File: config.mk
export PLATFORM = sky130hd
export DESIGN_NAME = qrs_sqrt
export DESIGN_NICKNAME = d
export VERILOG_FILES = /design/src/rtl/core/qrs_pkg.sv /design/src/rtl/core/qrs_sqrt.sv
export SDC_FILE = /design/constraint.sdc
export NUM_CORES = 2
export LEC_CHECK = 0
export BUFFER_PORTS_ARGS = -buffer_cell sky130_fd_sc_hd__buf_2
export CAP_MARGIN = 20
export CORE_ASPECT_RATIO = 1.4
export CORE_MARGIN = 1.5
export CORE_UTILIZATION = 65
export DETAILED_ROUTE_END_ITERATION = 16
export HOLD_SLACK_MARGIN = 0.1
export PLACE_DENSITY = 0.87
export SETUP_SLACK_MARGIN = 0.2
export SLEW_MARGIN = 10
export SYNTH_ARGS = -nofsm -noshare
export SYNTH_HDL_FRONTEND = slang
export SYNTH_MEMORY_MAX_BITS = 65536
export SYNTH_SLANG_ARGS = --single-unit
File: constraint.sdc
create_clock -name i_clk -period 10.35 [get_ports i_clk]
set_input_delay 1.5525 -clock i_clk [delete_from_list [all_inputs] [get_ports i_clk]]
set_output_delay 1.5525 -clock i_clk [all_outputs]
set_load 0.02 [all_outputs]
File: src/rtl/core/qrs_pkg.sv
// ----------------------------------------------------------------------------
// qrs_pkg
// Shared types and constants of the quadratic root solver.
// ----------------------------------------------------------------------------
`default_nettype none

package qrs_pkg;

    localparam int FIELD_W        = 16;
    localparam int OUT_W          = 36;
    localparam int COEF_WIDTH_DEF = 16;
    localparam int FRAC_BITS_DEF  = 16;

    localparam logic signed [63:0] OUT_MAX = 64'sd34359738367;
    localparam logic signed [63:0] OUT_MIN = -64'sd34359738368;

    typedef enum logic [1:0] {
        KIND_DOUBLE  = 2'd0,
        KIND_TWO     = 2'd1,
        KIND_COMPLEX = 2'd2,
        KIND_INVALID = 2'd3
    } t_root_kind;

    typedef struct packed {
        logic signed [FIELD_W-1:0] coef_a;
        logic signed [FIELD_W-1:0] coef_b;
        logic signed [FIELD_W-1:0] coef_c;
    } t_in_item;

    typedef struct packed {
        t_root_kind              root_kind;
        logic signed [OUT_W-1:0] first_real;
        logic signed [OUT_W-1:0] first_imag;
        logic signed [OUT_W-1:0] second_real;
        logic signed [OUT_W-1:0] second_imag;
    } t_out_item;

endpackage

`default_nettype wire

File: src/rtl/core/qrs_sqrt.sv
// ----------------------------------------------------------------------------
// qrs_sqrt
// Pipelined integer square root of mag * 2^(2*FRAC_BITS), one root bit a stage.
// ----------------------------------------------------------------------------
`default_nettype none

module qrs_sqrt #(
    parameter int MAG_W     = 33,
    parameter int FRAC_BITS = qrs_pkg::FRAC_BITS_DEF,
    parameter int SIDE_W    = 8
) (
    input  wire logic                                i_clk,
    input  wire logic                                i_rst_n,
    input  wire logic                                i_en,
    input  wire logic                                i_valid,
    input  wire logic [MAG_W-1:0]                    i_mag,
    input  wire logic [SIDE_W-1:0]                   i_side,
    output logic                                     o_valid,
    output logic [(MAG_W+1)/2+FRAC_BITS-1:0]         o_root,
    output logic [SIDE_W-1:0]                        o_side
);

    localparam int HALF_W = (MAG_W + 1) / 2;
    localparam int ROOT_W = HALF_W + FRAC_BITS;
    localparam int RAD_W  = 2 * ROOT_W;
    localparam int REM_W  = ROOT_W + 3;

    logic [RAD_W-1:0]  w_rad0;
    logic [RAD_W-1:0]  r_rad  [ROOT_W];
    logic [REM_W-1:0]  r_rem  [ROOT_W];
    logic [ROOT_W-1:0] r_root [ROOT_W];
    logic [SIDE_W-1:0] r_side [ROOT_W];
    logic              r_val  [ROOT_W];

    assign w_rad0 = RAD_W'(i_mag) << (2 * FRAC_BITS);

    for (genvar k = 0; k < ROOT_W; k++) begin : g_stage
        logic [RAD_W-1:0]  rad_in;
        logic [REM_W-1:0]  rem_in, rem_sh, trial;
        logic [ROOT_W-1:0] root_in;
        logic [SIDE_W-1:0] side_in;
        logic              val_in, ge;

        if (k == 0) begin : g_first
            assign rad_in  = w_rad0;
            assign rem_in  = '0;
            assign root_in = '0;
            assign side_in = i_side;
            assign val_in  = i_valid;
        end else begin : g_next
            assign rad_in  = r_rad[k-1];
            assign rem_in  = r_rem[k-1];
            assign root_in = r_root[k-1];
            assign side_in = r_side[k-1];
            assign val_in  = r_val[k-1];
        end

        assign rem_sh = {rem_in[REM_W-3:0], rad_in[RAD_W-1 -: 2]};
        assign trial  = {1'b0, root_in, 2'b01};
        assign ge     = (rem_sh >= trial);

        always_ff @(posedge i_clk) begin
            if (!i_rst_n) begin
                r_val[k] <= 1'b0;
            end else if (i_en) begin
                r_val[k] <= val_in;
            end
        end

        always_ff @(posedge i_clk) begin
            if (i_en) begin
                r_rad[k]  <= rad_in << 2;
                r_rem[k]  <= ge ? (rem_sh - trial) : rem_sh;
                r_root[k] <= {root_in[ROOT_W-2:0], ge};
                r_side[k] <= side_in;
            end
        end
    end

    assign o_valid = r_val[ROOT_W-1];
    assign o_root  = r_root[ROOT_W-1];
    assign o_side  = r_side[ROOT_W-1];

endmodule

`default_nettype wire

; Yosys cells after proc, flatten, opt, wreduce, memory -nomap -nowiden
; Memories as Yosys holds them, arrays and structs flattened.
; Index checks and enable logic that the tools add are counted.
; Widths: inputs -> output; s select.
[classes]
n_addsub = 33
magnitude_cmp = 33
n_mux = 71
bitwise_logic = 33
[ops]
columns = cell, count
row1 = $mux 36, 33
row2 = $ge 36x35->1, 32
row3 = $sub 36x35->36, 32
row4 = $mux 1, 38
row5 = $or 1x1->1, 33
row6 = $sub 1x1->2 const B, 1
row7 = $ge 1x1->1 const B, 1
[word_totals]
regBits = 0
mem_bits_rw = 4686
in_bits = 45
memories = 5
[memory_table]
columns = name, words, width, rd, rd_clocked_by_memory_dff, write_ports, line_no
row1 = r_rad, 33, 64, 32, 0, 33, qrs_sqrt.sv:29  ; logic [RAD_W-1:0] r_rad [ROOT_W];
row2 = r_rem, 33, 36, 32, 0, 33, qrs_sqrt.sv:30  ; logic [REM_W-1:0] r_rem [ROOT_W];
row3 = r_root, 33, 33, 33, 0, 33, qrs_sqrt.sv:31  ; logic [ROOT_W-1:0] r_root [ROOT_W];
row4 = r_side, 33, 8, 33, 0, 33, qrs_sqrt.sv:32  ; logic [SIDE_W-1:0] r_side [ROOT_W];
row5 = r_val, 33, 1, 33, 0, 33, qrs_sqrt.sv:33  ; logic r_val [ROOT_W];

; Longest topological paths before layout
[depth]
depth_word = 4
mapped_depth = 15

; Worst setup path after synthesis
; Ideal clock, no wire load.
[synth_path]
path_kind = reg2reg
start = memory r_rem[0][1044] in the netlist's numbering
end = memory r_rem[0][1095] in the netlist's numbering, data pin
t_arrival_ns = 3.580
slack_ns = 6.510
path_stages_with_launch = 13
cell_sequence = edfxtp_1 ha_1 fa_1 a211oi_1 o211ai_1 a311o_1 a221o_1 a21oi_1 o21ai_1 a31o_2 a21oi_1 buf_2 mux2_2
[synth_lines]
columns = item, line_no
row1 = "start, declared", qrs_sqrt.sv:30

==> metrics <==
Clk Latency, worst-skew pair 0.87 ns; # nets final 9372; clock-pin slew on the worst setup and hold paths 0.06 ns; GRT Total Usage 27.4%; Finished Core Util 71.4%; worst vdd ir 0.191 mV; EDFF count, synth 2146; Die W 344 um; Final ANT Viol Nets 0; Post-route DRC 0; pre-CTS setup slack 5.58 ns; HPWL after DPL 165 mm; library cells used by synthesis 91; Hold Buf Count CTS 0; Final Hold Vio Count 0; # setup viols final 0; H-tree depth 4; RSZ-0062 raised after global routing no; Worst EP arrival 5.43 ns; Layout Skew 0.0370 ns; GPL Wtd Cong 0.978; worst slew pin tran 1.24 ns; first-pass GRT wire length 353 mm; worst-path fanout max 52; sequential area share after synthesis 61.1%; proportion of layout cells with a drive suffix above 1 6.53%; clk buf depth 3; Setup CP Type flop to flop; via count 67300; cts bufs inserted 196; Rel. slew slack 16.2%; DR WL/cell 20.5 um; initial antenna violation count 5; Peak Freq 207 MHz; area of the core 161000 um2; Synth Area per Inst 12.3 um2; ys flop type edfxtp_1; vias in the first global route 68700; Overflow after GRT 0; CTS tree built; crit path time final 4.83 ns; First DRT Iteration DRCs 4882; worst hold path type flop to flop; crit-path cells ha_1 -> fa_1 -> a211o_1 -> a21oi_1 -> o21ai_0 -> a31oi_1 -> nor3_1 -> o21ai_0 -> a21oi_1 -> nor4_4 -> buf_4 -> inv_1 -> a31o_2; Post-CTS Repair Setup Buffers 0; fin. max-slew vios 0; sequential cell area 64500 um2; fillers 10200; min-delay src r_rad[0][175]$_DFFE_PP_; final cycle utilization of the critical path 46.7%; Worst setup EP type flop; CTS root buf clkbuf_16; drt first pass iters 8; Mapped Cells 8587; register bit total from synthesis 2147; setup TNS 0 ns; slack of the critical path 5.52 ns; Crit path required time 10.95 ns; status completed; pin count of the biggest net entering global routing 198; Multi-input gate area 37800 um2; Port Buffers 86; CTS sink count 2147; Die Y 480 um; Non-Filler Instances 11000; Initial Utilization 65.6%; synthesis warning total 0; Leak 44.7 nW; Startpoint Class flop; CP delay by family, top compound AO/OA/AOI/OAI gates; Post-CTS Resized 0; # placed instances 10700; CP Buf/Inv Count 2; Syn Std Cell Area 106000 um2; Avg Vias per Cell 6.09; Rows 174; pwr dens 216 nW/um2; CP max-delay cell a31oi_1; worst reg2reg path startpoint r_rem[0][900]$_SDFFCE_PP0P_; MaxCap Viol Count 0; Top-Level Pins 87; ys async rst share 0%; Critical Path Start r_rem[0][900]$_SDFFCE_PP0P_; final WL 227 mm; Area Overhead vs Synth 8.83%; die area 165000 um2; Slowest Stage Delay on Critical Path 0.47 ns; Post-Syn Nets 9210
[state kept, by name, indices dropped and copies added, names as in the netlist]
name	cells
r_rad	272
r_rem	1017
r_root	561
r_side	264
r_val	33
[worst register-to-register path: stages (launching register included)]
cell	delay [ns]
edfxtp_1	0.46
ha_1	0.27
fa_1	0.43
a211o_1	0.29
a21oi_1	0.28
o21ai_0	0.28
a31oi_1	0.47
nor3_1	0.18
o21ai_0	0.38
a21oi_1	0.24
nor4_4	0.26
buf_4	0.47
inv_1	0.29
a31o_2	0.28
[layout by cell type, fill, tap and decap left out, types with 64 or more instances in the layout]
| master | Yosys | routed |
|---|---|---|
| nand2b_1 | 119 | 119 |
| nand3_1 | 135 | 135 |
| nor3_1 | 228 | 227 |
| nand2_1 | 630 | 630 |
| inv_1 | 740 | 740 |
| or3_1 | 93 | 93 |
| edfxtp_1 | 2146 | 2146 |
| xor2_1 | 402 | 402 |
| clkbuf_16 | 0 | 199 |
| and3_1 | 86 | 86 |
| nor4_1 | 101 | 101 |
| mux2_2 | 84 | 84 |
| nor2_1 | 525 | 525 |
| o21ai_0 | 491 | 491 |
| o21a_1 | 82 | 82 |
| a21oi_1 | 533 | 531 |
| a21o_1 | 224 | 224 |
| ha_1 | 563 | 563 |
| nor2b_1 | 64 | 64 |
| xnor2_1 | 415 | 415 |
| buf_2 | 13 | 86 |
| nand4_1 | 67 | 67 |
[cell type report]
type | count | share of cell area [%]
inverters | 744 | 2.43
repair buffers | 128 | 0.769
diodes | 13 | 0.0283
well taps | 2112 | 2.30
flip-flops and latches | 2147 | 56.1
clock inverters | 127 | 1.02
multi-input cells | 5532 | 32.9
clock buffers | 237 | 4.46
[power by group]
part           total, W  switching [W]  internal (W)
combinational   0.00569        0.00334       0.00235
clock           0.00710        0.00320       0.00390
sequential       0.0120       0.000882        0.0111
total            0.0248        0.00741        0.0174
[layer usage]
metal	share of wire [%]	track usage (%)	vias to the layer above
met2	55	53.2	2198
met3	4.1	3.94	866
met5	0.0053	0	-
met1	32	25.0	32300
met4	8.6	21.4	2
li1	-	-	31900
[Yosys cell counts (all sizes together) (139+ instances only)]
library cell,n,share of area [%]
inv,741,2.6
a21o,224,1.6
a21oi,533,2.5
edfxtp,2146,61
xor2,402,3.3
o21ai,496,2.4
nor3,230,1.1
nand2,631,2.2
clkbuf,139,0.49
nor2,527,1.9
xnor2,415,3.4
ha,563,6.7
[kinds of logic after synthesis]
| kind of cell | after synthesis | share of synthesized area (%) |
|---|---|---|
| AO/OA/AOI/OAI | 1776 | 10.4 |
| XOR/XNOR | 817 | 6.78 |
| adder cells (fa/ha/maj) | 578 | 6.96 |
| buffers and inverters | 908 | 3.25 |
| flip-flops | 2147 | 61.1 |
| multiplexers | 89 | 0.943 |
| other | 1 | 0.00355 |
| AND/OR/NAND/NOR | 2271 | 10.6 |
[stage by stage]
step / cell area [um2] / total power, W / hold slack, ns
global placement: 109000 / 0.0174 / 0.401
CTS: 115000 / 0.0248 / 0.415
finish: 115000 / 0.0248 / 0.413
detailed placement: 109000 / 0.0177 / 0.405
global route: 115000 / 0.0259 / 0.419
floorplan: 106000 / 0.0159 / 0.400
[final timing paths]
check	end	slack (ns)	depth (start not counted)
hold / removal	r_rad[0][241]$_DFFE_PP_	0.41	0
setup / recovery	r_rem[0][952]$_DFFE_PP_	5.52	13
hold reg to reg	r_rad[0][241]$_DFFE_PP_	0.41	0
setup reg to reg	r_rem[0][952]$_DFFE_PP_	5.52	13
Power figures use the tool's default switching activity.
