File: config.mk
export PLATFORM = sky130hd
export DESIGN_NAME = qrs_disc
export DESIGN_NICKNAME = d
export VERILOG_FILES = /design/src/rtl/core/qrs_pkg.sv /design/src/rtl/core/qrs_disc.sv
export SDC_FILE = /design/constraint.sdc
export NUM_CORES = 2
export LEC_CHECK = 0
export ABC_AREA = 0
export BUFFER_PORTS_ARGS = -buffer_cell sky130_fd_sc_hd__clkbuf_2
export CORE_ASPECT_RATIO = 0.75
export CORE_MARGIN = 1
export CORE_UTILIZATION = 65
export DETAILED_ROUTE_END_ITERATION = 7
export PLACE_DENSITY = 0.9
export RECOVER_POWER = 50
export SETUP_SLACK_MARGIN = 0.02
export SLEW_MARGIN = 20
export SYNTH_ARGS = -nofsm -noshare
export SYNTH_HDL_FRONTEND = slang
export SYNTH_SLANG_ARGS = --single-unit
File: constraint.sdc
create_clock -name i_clk -period 14.8 [get_ports i_clk]
set_input_delay 2.96 -clock i_clk [delete_from_list [all_inputs] [get_ports i_clk]]
set_output_delay 2.96 -clock i_clk [all_outputs]
set_load 0.05 [all_outputs]
File: src/rtl/core/qrs_pkg.sv
// ----------------------------------------------------------------------------
// qrs_pkg
// Shared types and constants of the quadratic root solver.
// ----------------------------------------------------------------------------
`default_nettype none

package qrs_pkg;

    localparam int FIELD_W        = 16;
    localparam int OUT_W          = 36;
    localparam int COEF_WIDTH_DEF = 16;
    localparam int FRAC_BITS_DEF  = 16;

    localparam logic signed [63:0] OUT_MAX = 64'sd34359738367;
    localparam logic signed [63:0] OUT_MIN = -64'sd34359738368;

    typedef enum logic [1:0] {
        KIND_DOUBLE  = 2'd0,
        KIND_TWO     = 2'd1,
        KIND_COMPLEX = 2'd2,
        KIND_INVALID = 2'd3
    } t_root_kind;

    typedef struct packed {
        logic signed [FIELD_W-1:0] coef_a;
        logic signed [FIELD_W-1:0] coef_b;
        logic signed [FIELD_W-1:0] coef_c;
    } t_in_item;

    typedef struct packed {
        t_root_kind              root_kind;
        logic signed [OUT_W-1:0] first_real;
        logic signed [OUT_W-1:0] first_imag;
        logic signed [OUT_W-1:0] second_real;
        logic signed [OUT_W-1:0] second_imag;
    } t_out_item;

endpackage

`default_nettype wire

File: src/rtl/core/qrs_disc.sv
// ----------------------------------------------------------------------------
// qrs_disc
// Two stages: products, then discriminant magnitude, root kind, -b and |2a| (1 when a is zero).
// ----------------------------------------------------------------------------
`default_nettype none

module qrs_disc #(
    parameter int COEF_WIDTH = qrs_pkg::COEF_WIDTH_DEF,
    parameter int FRAC_BITS  = qrs_pkg::FRAC_BITS_DEF
) (
    input  wire logic                              i_clk,
    input  wire logic                              i_rst_n,
    input  wire logic                              i_en,
    input  wire logic                              i_valid,
    input  wire qrs_pkg::t_in_item                 i_item,
    output logic                                   o_valid,
    output logic [2*COEF_WIDTH:0]                  o_mag,
    output qrs_pkg::t_root_kind                    o_kind,
    output logic                                   o_a_neg,
    output logic [COEF_WIDTH:0]                    o_den,
    output logic signed [COEF_WIDTH+FRAC_BITS:0]   o_nb
);

    localparam int CW  = COEF_WIDTH;
    localparam int PW  = 2 * CW;
    localparam int DW  = 2 * CW + 2;
    localparam int EXW = CW + qrs_pkg::FIELD_W;

    logic [EXW-1:0]         w_ext_a, w_ext_b, w_ext_c;
    logic signed [CW-1:0]   w_a, w_b, w_c;

    logic                   r_v1;
    logic signed [PW-1:0]   r_bb, r_ac;
    logic signed [CW-1:0]   r_a, r_b;

    logic signed [DW-1:0]   w_d, w_dneg;
    logic signed [CW:0]     w_a_ext, w_a_abs, w_nb0;
    qrs_pkg::t_root_kind    w_kind;

    assign w_ext_a = EXW'(i_item.coef_a);
    assign w_ext_b = EXW'(i_item.coef_b);
    assign w_ext_c = EXW'(i_item.coef_c);
    assign w_a     = $signed(w_ext_a[CW-1:0]);
    assign w_b     = $signed(w_ext_b[CW-1:0]);
    assign w_c     = $signed(w_ext_c[CW-1:0]);

    always_ff @(posedge i_clk) begin
        if (!i_rst_n) begin
            r_v1 <= 1'b0;
        end else if (i_en) begin
            r_v1 <= i_valid;
        end
    end

    always_ff @(posedge i_clk) begin
        if (i_en) begin
            r_bb <= w_b * w_b;
            r_ac <= w_a * w_c;
            r_a  <= w_a;
            r_b  <= w_b;
        end
    end

    assign w_d     = $signed({{2{r_bb[PW-1]}}, r_bb}) - $signed({r_ac, 2'b00});
    assign w_dneg  = -w_d;
    assign w_a_ext = $signed({r_a[CW-1], r_a});
    assign w_a_abs = r_a[CW-1] ? -w_a_ext : w_a_ext;
    assign w_nb0   = -$signed({r_b[CW-1], r_b});

    always_comb begin
        priority if (r_a == '0) begin
            w_kind = qrs_pkg::KIND_INVALID;
        end else if (w_d == '0) begin
            w_kind = qrs_pkg::KIND_DOUBLE;
        end else if (!w_d[DW-1]) begin
            w_kind = qrs_pkg::KIND_TWO;
        end else begin
            w_kind = qrs_pkg::KIND_COMPLEX;
        end
    end

    always_ff @(posedge i_clk) begin
        if (!i_rst_n) begin
            o_valid <= 1'b0;
        end else if (i_en) begin
            o_valid <= r_v1;
        end
    end

    always_ff @(posedge i_clk) begin
        if (i_en) begin
            o_mag   <= w_d[DW-1] ? w_dneg[PW:0] : w_d[PW:0];
            o_kind  <= w_kind;
            o_a_neg <= r_a[CW-1];
            o_den   <= (r_a == '0) ? (CW+1)'(1) : {w_a_abs[CW-1:0], 1'b0};
            o_nb    <= $signed({w_nb0, {FRAC_BITS{1'b0}}});
        end
    end

endmodule

`default_nettype wire

Yosys cells after proc, flatten, opt, wreduce, memory -nomap -nowiden:

Index checks and enable logic that the tools add are counted.

* $add $sub $neg: 4
* $mul: 2
* divide/modulo/power cells: 0
* $lt $le $gt $ge: 0
* equality and inequality tests: 0
* shift operators: 0
* mux-type cells: 5
* bitwise gates (word level): 1
* reduce and logical (&&, ||, !) cells: 3

Operators by type and width (count)
* $mul 16x16->32: 2
* $logic_not 34->1: 1
* $sub 32x34->34: 1
* $mux 33: 1
* $neg 33->33: 1
* $neg 16->17: 1
* $logic_not 16->1: 1
* $neg 16->16: 1
* $mux 15: 1
* $mux 2: 2
* $reduce_or 2->1: 1
* $mux 1: 1
* $not 1->1: 1

* register bits: 168
* latch bits: 0
* bits in writable memories: 0
* ROM bits: 0
* bits of input ports: 52
* word-level logic and storage cells: 28
* memories kept: 0

Logic depth before layout (Yosys ltp):

* word-level depth: 3
* depth in mapped cells: 25
* gate-level depth less buffers: 25

Worst setup path before layout:

Ideal clock, no wire load.

* kind: input to register
* start point: input port i_item[18] (netlist name)
* end point: register r_bb[30] (data pin)
* arrival time: 8.620 ns
* required time: 14.542 ns
* path slack: 5.922 ns
* stages on the path: 23
* path through: clkbuf_1 -> clkbuf_1 -> nand2_1 -> fa_1 -> fa_1 -> fa_1 -> inv_1 -> fa_1 -> fa_1 -> inv_1 -> fa_1 -> inv_1 -> ha_1 -> a21o_1 -> a21o_1 -> a21o_1 -> a21o_1 -> a21o_1 -> a22oi_1 -> o31ai_1 -> a31o_2 -> a21oi_1 -> xnor2_1

* word-level cells in the longest chain between the ends: 1

RTL lines
* start, declared: RTL line qrs_disc.sv:15 `input wire qrs_pkg::t_in_item i_item,`
* $mul 16x16->32: RTL line qrs_disc.sv:57 `r_bb <= w_b * w_b;`
* end signal, assigned: RTL line qrs_disc.sv:57
* end, declared: RTL line qrs_disc.sv:33 `logic signed [PW-1:0] r_bb, r_ac;`

Every way passes these cells.
A chain may end at the register's enable or synchronous reset.

Final worst setup path:

* start point: input port i_item[31] (netlist name)
* end point: register r_bb[30] (data pin)

The elaborated chain is that of the path after synthesis.

==> results.py <==
metrics = {
    "layout": {
        "area_growth_pct": 5.42,
        "layout_commonest_cell": "inv_1",
        "nNetsFinal": 3564,
        "diodes": 0,
        "layout_common_cells": "inv_1, fa_1, nand2_1",
        "layout-drive-gt1-share": 0.0461,
    },
    "die": {
        "floorplan.rows": 64,
        "ios": 139,
        "die_w_um": 238,
        "die_y_um": 179,
        "initial_core_util": 0.663,
        "die_area_sq_um": 42600,
        "core_area_sq_um": 41000,
    },
    "critical_path": {
        "reg2reg_from": "r_bb[2]$_DFFE_PP_",
        "crit_start": "i_item[31]",
        "slowest_stage": "fa_1",
        "path_common_cell": "fa_1",
        "max_stage_delay_ns": 0.91,
        "cp-end-kind": "flip-flop",
        "cp_max_fo": 21,
        "critPathRequiredTime_ns": 15.01,
        "crit_type": "in2reg",
        "path_cells": "clkbuf_1 > inv_1 > nor2_1 > fa_1 > fa_1 > fa_1 > fa_1 > fa_1 > inv_1 > fa_1 > inv_1 > ha_1 > a21oi_1 > nor2b_1 > o21ai_0 > nand2b_1 > a21o_1 > nor3_1 > o31ai_1 > a31o_2 > a21oi_1 > xnor2_1",
        "cp.arrival_ns": 10.03,
        "start_kind": "input port",
    },
    "placement": {
        "dpl.hpwl_um": 49600,
        "gp_congestion": 0.945,
        "io_buffer_count": 122,
        "preCtsSetupSlack_ns": 5.19,
    },
    "clock_tree": {
        "clock_latency_ns": 0.48,
        "clockBufferDepth": 2,
        "h-tree-depth": 4,
        "cts_resized": 0,
        "cts.hold.buffers_added": 0,
        "clockRootBuffer": "clkbuf_16",
        "post-cts-setup-buffers": 0,
        "tritoncts.num_buffers": 17,
        "clk_pin_slew_ns": 0.08,
        "cts_tree": "done",
        "cts_sinks": 165,
    },
    "grt": {
        "grt_max_degree": 95,
        "antenna_found_initial": 0,
        "grt.total_usage": 0.305,
        "grt_pass1_vias": 21264,
        "grt-ovfl-total": 0,
        "grt_pass1_wl_um": 102000,
    },
    "timing": {
        "fin_skew_ns": 0.0217,
        "tightest_slew_ns": 5.48,
        "report.final.hold_viol_count": 0,
        "relSlewSlack": -2.65,
        "rsz0062_at_grt": "no",
        "slew_violations": 95,
        "finalCritPeriodShare": 0.663,
        "finalSetupTns_ns": 0,
        "period_needed_ns": 9.82,
        "setup_viol": 0,
        "timing.fmax_mhz": 102,
        "setup_ws_ns": 4.98,
    },
    "synth": {
        "synth_area_sq_um": 27200,
        "synth_cells": 2742,
        "post_synth.cell_area_avg_sq_um": 9.91,
        "synth_ff_type": "edfxtp_1",
        "async_flop_share": 0,
        "synth.distinct_cells": 85,
        "ys_ff_latch": 165,
        "ys_warn_count": 0,
        "synth_edf_count": 163,
        "ys_seq_area_frac": 0.182,
    },
    "detailed_routing": {
        "wl_per_cell_um": 18.1,
        "ant_nets": 0,
        "detail_route.first_pass.iterations": 6,
        "post-route-drc-count": 0,
        "viasPerCell": 5.78,
        "drt-total-wl_um": 61300,
        "vias": 19553,
        "drt_iter0_drc": 1529,
    },
    "outcome": {
        "outcome": "finished, violations left",
        "failed_checks": "capacitance limit, slew limit",
    },
    "worst_hold_path": {
        "min_path_type": "reg2reg",
        "hold_start": "r_v1$_SDFFE_PN0P_",
    },
    "job": {
        "maxCapViolCount": 1,
    },
}
==> final cells by class <==
type                       count  area (sq um)
clock buffer                  18           429
timing repair buffer         125           549
inverter                     656          2460
tap                          561           702
sequential                   165          4930
fill                        2904         12300
clock inverter                14           180
multi-input combinational   1845         19400
==> state kept, by name, summed over array words and instances (netlist names) <==
name and flops:
r_bb 31, o_a_neg 1, r_ac 32, o_kind 2, o_valid 1, r_v1 1, o_mag 33, r_b 15
o_nb 16, o_den 17, r_a 16
==> Yosys cell counts, types with 5 or more instances <==
library cell  number  share of area
xnor2_1          123          0.040
o311ai_0           5         0.0016
nand2_1          251          0.035
or2_2             12         0.0028
buf_4             17         0.0047
a21o_1            37          0.010
a211oi_1           7         0.0019
o21ai_0           45         0.0083
a31o_2             6         0.0019
buf_2              7         0.0013
o21a_1            16         0.0044
fa_1             497           0.37
ha_1             205          0.094
clkbuf_1          63         0.0087
o21ai_1            5        0.00092
a31oi_1            7         0.0016
and3_1            11         0.0025
mux2i_1            7         0.0026
edfxtp_1         163           0.18
nand4_1            6         0.0014
nor2b_1           16         0.0037
nor3_1            33         0.0061
a21oi_1           81          0.015
nor4b_1            5         0.0016
and2_1           166          0.038
nand3_1           15         0.0028
o211ai_1          11         0.0030
o21bai_1          10         0.0028
inv_1            655          0.090
xor2_1            35          0.011
o31ai_1           11         0.0030
or3_1              8         0.0018
nand2b_1          19         0.0044
nor2_1            99          0.014
nor4_1             6         0.0014
==> metal layers <==
layer	wire length (um)	GRT usage	share of wire
met5	0	0	0
met4	2450	0.136	0.040
met3	4780	0.0597	0.078
met2	30500	0.512	0.50
met1	23500	0.387	0.38
==> logic make-up after synthesis <==
kind of cell | Yosys count | share of synthesized area
multiplexers | 7 | 0.00258
other | 1 | 0.000138
buffers and inverters | 747 | 0.106
AO/OA/AOI/OAI | 288 | 0.0732
AND/OR/NAND/NOR | 674 | 0.125
flip-flops | 165 | 0.182
adder cells (fa/ha/maj) | 702 | 0.460
XOR/XNOR | 158 | 0.0509
==> stage by stage <==
stage	cells	utilization	cell area [sq um]	hold slack, ns
floorplan	2757	-	27200	0.482
global placement	3352	0.687	28100	0.496
detailed placement	3352	0.687	28100	0.522
CTS	3384	0.701	28800	0.537
global route	3384	0.699	28700	0.571
finish	3384	0.699	28700	0.529
==> worst paths after layout <==
kind                                                end  slack, ns  cells after the start
worst min register to register        r_v1$_SDFFE_PN0P_       0.53                      2
worst min-delay path                  r_v1$_SDFFE_PN0P_       0.53                      2
worst max register to register  o_kind[0]$_SDFFCE_PP1P_       9.83                     15
worst max-delay path                 r_bb[30]$_DFFE_PP_       4.98                     22
==> worst max-delay path: cells and delay by family <==
kind / cells / cell delay [ns]
AOI/OAI and AO/OA: 6 / 1.02
xor gates and xnor gates: 1 / 0.08
adders and majority gates: 7 / 3.88
buffers and inverters: 4 / 1.51
and+or+nand+nor: 4 / 0.57
Power is not shown: default switching activity piles up to over one toggle a cycle in this logic, so the estimate is an artifact.
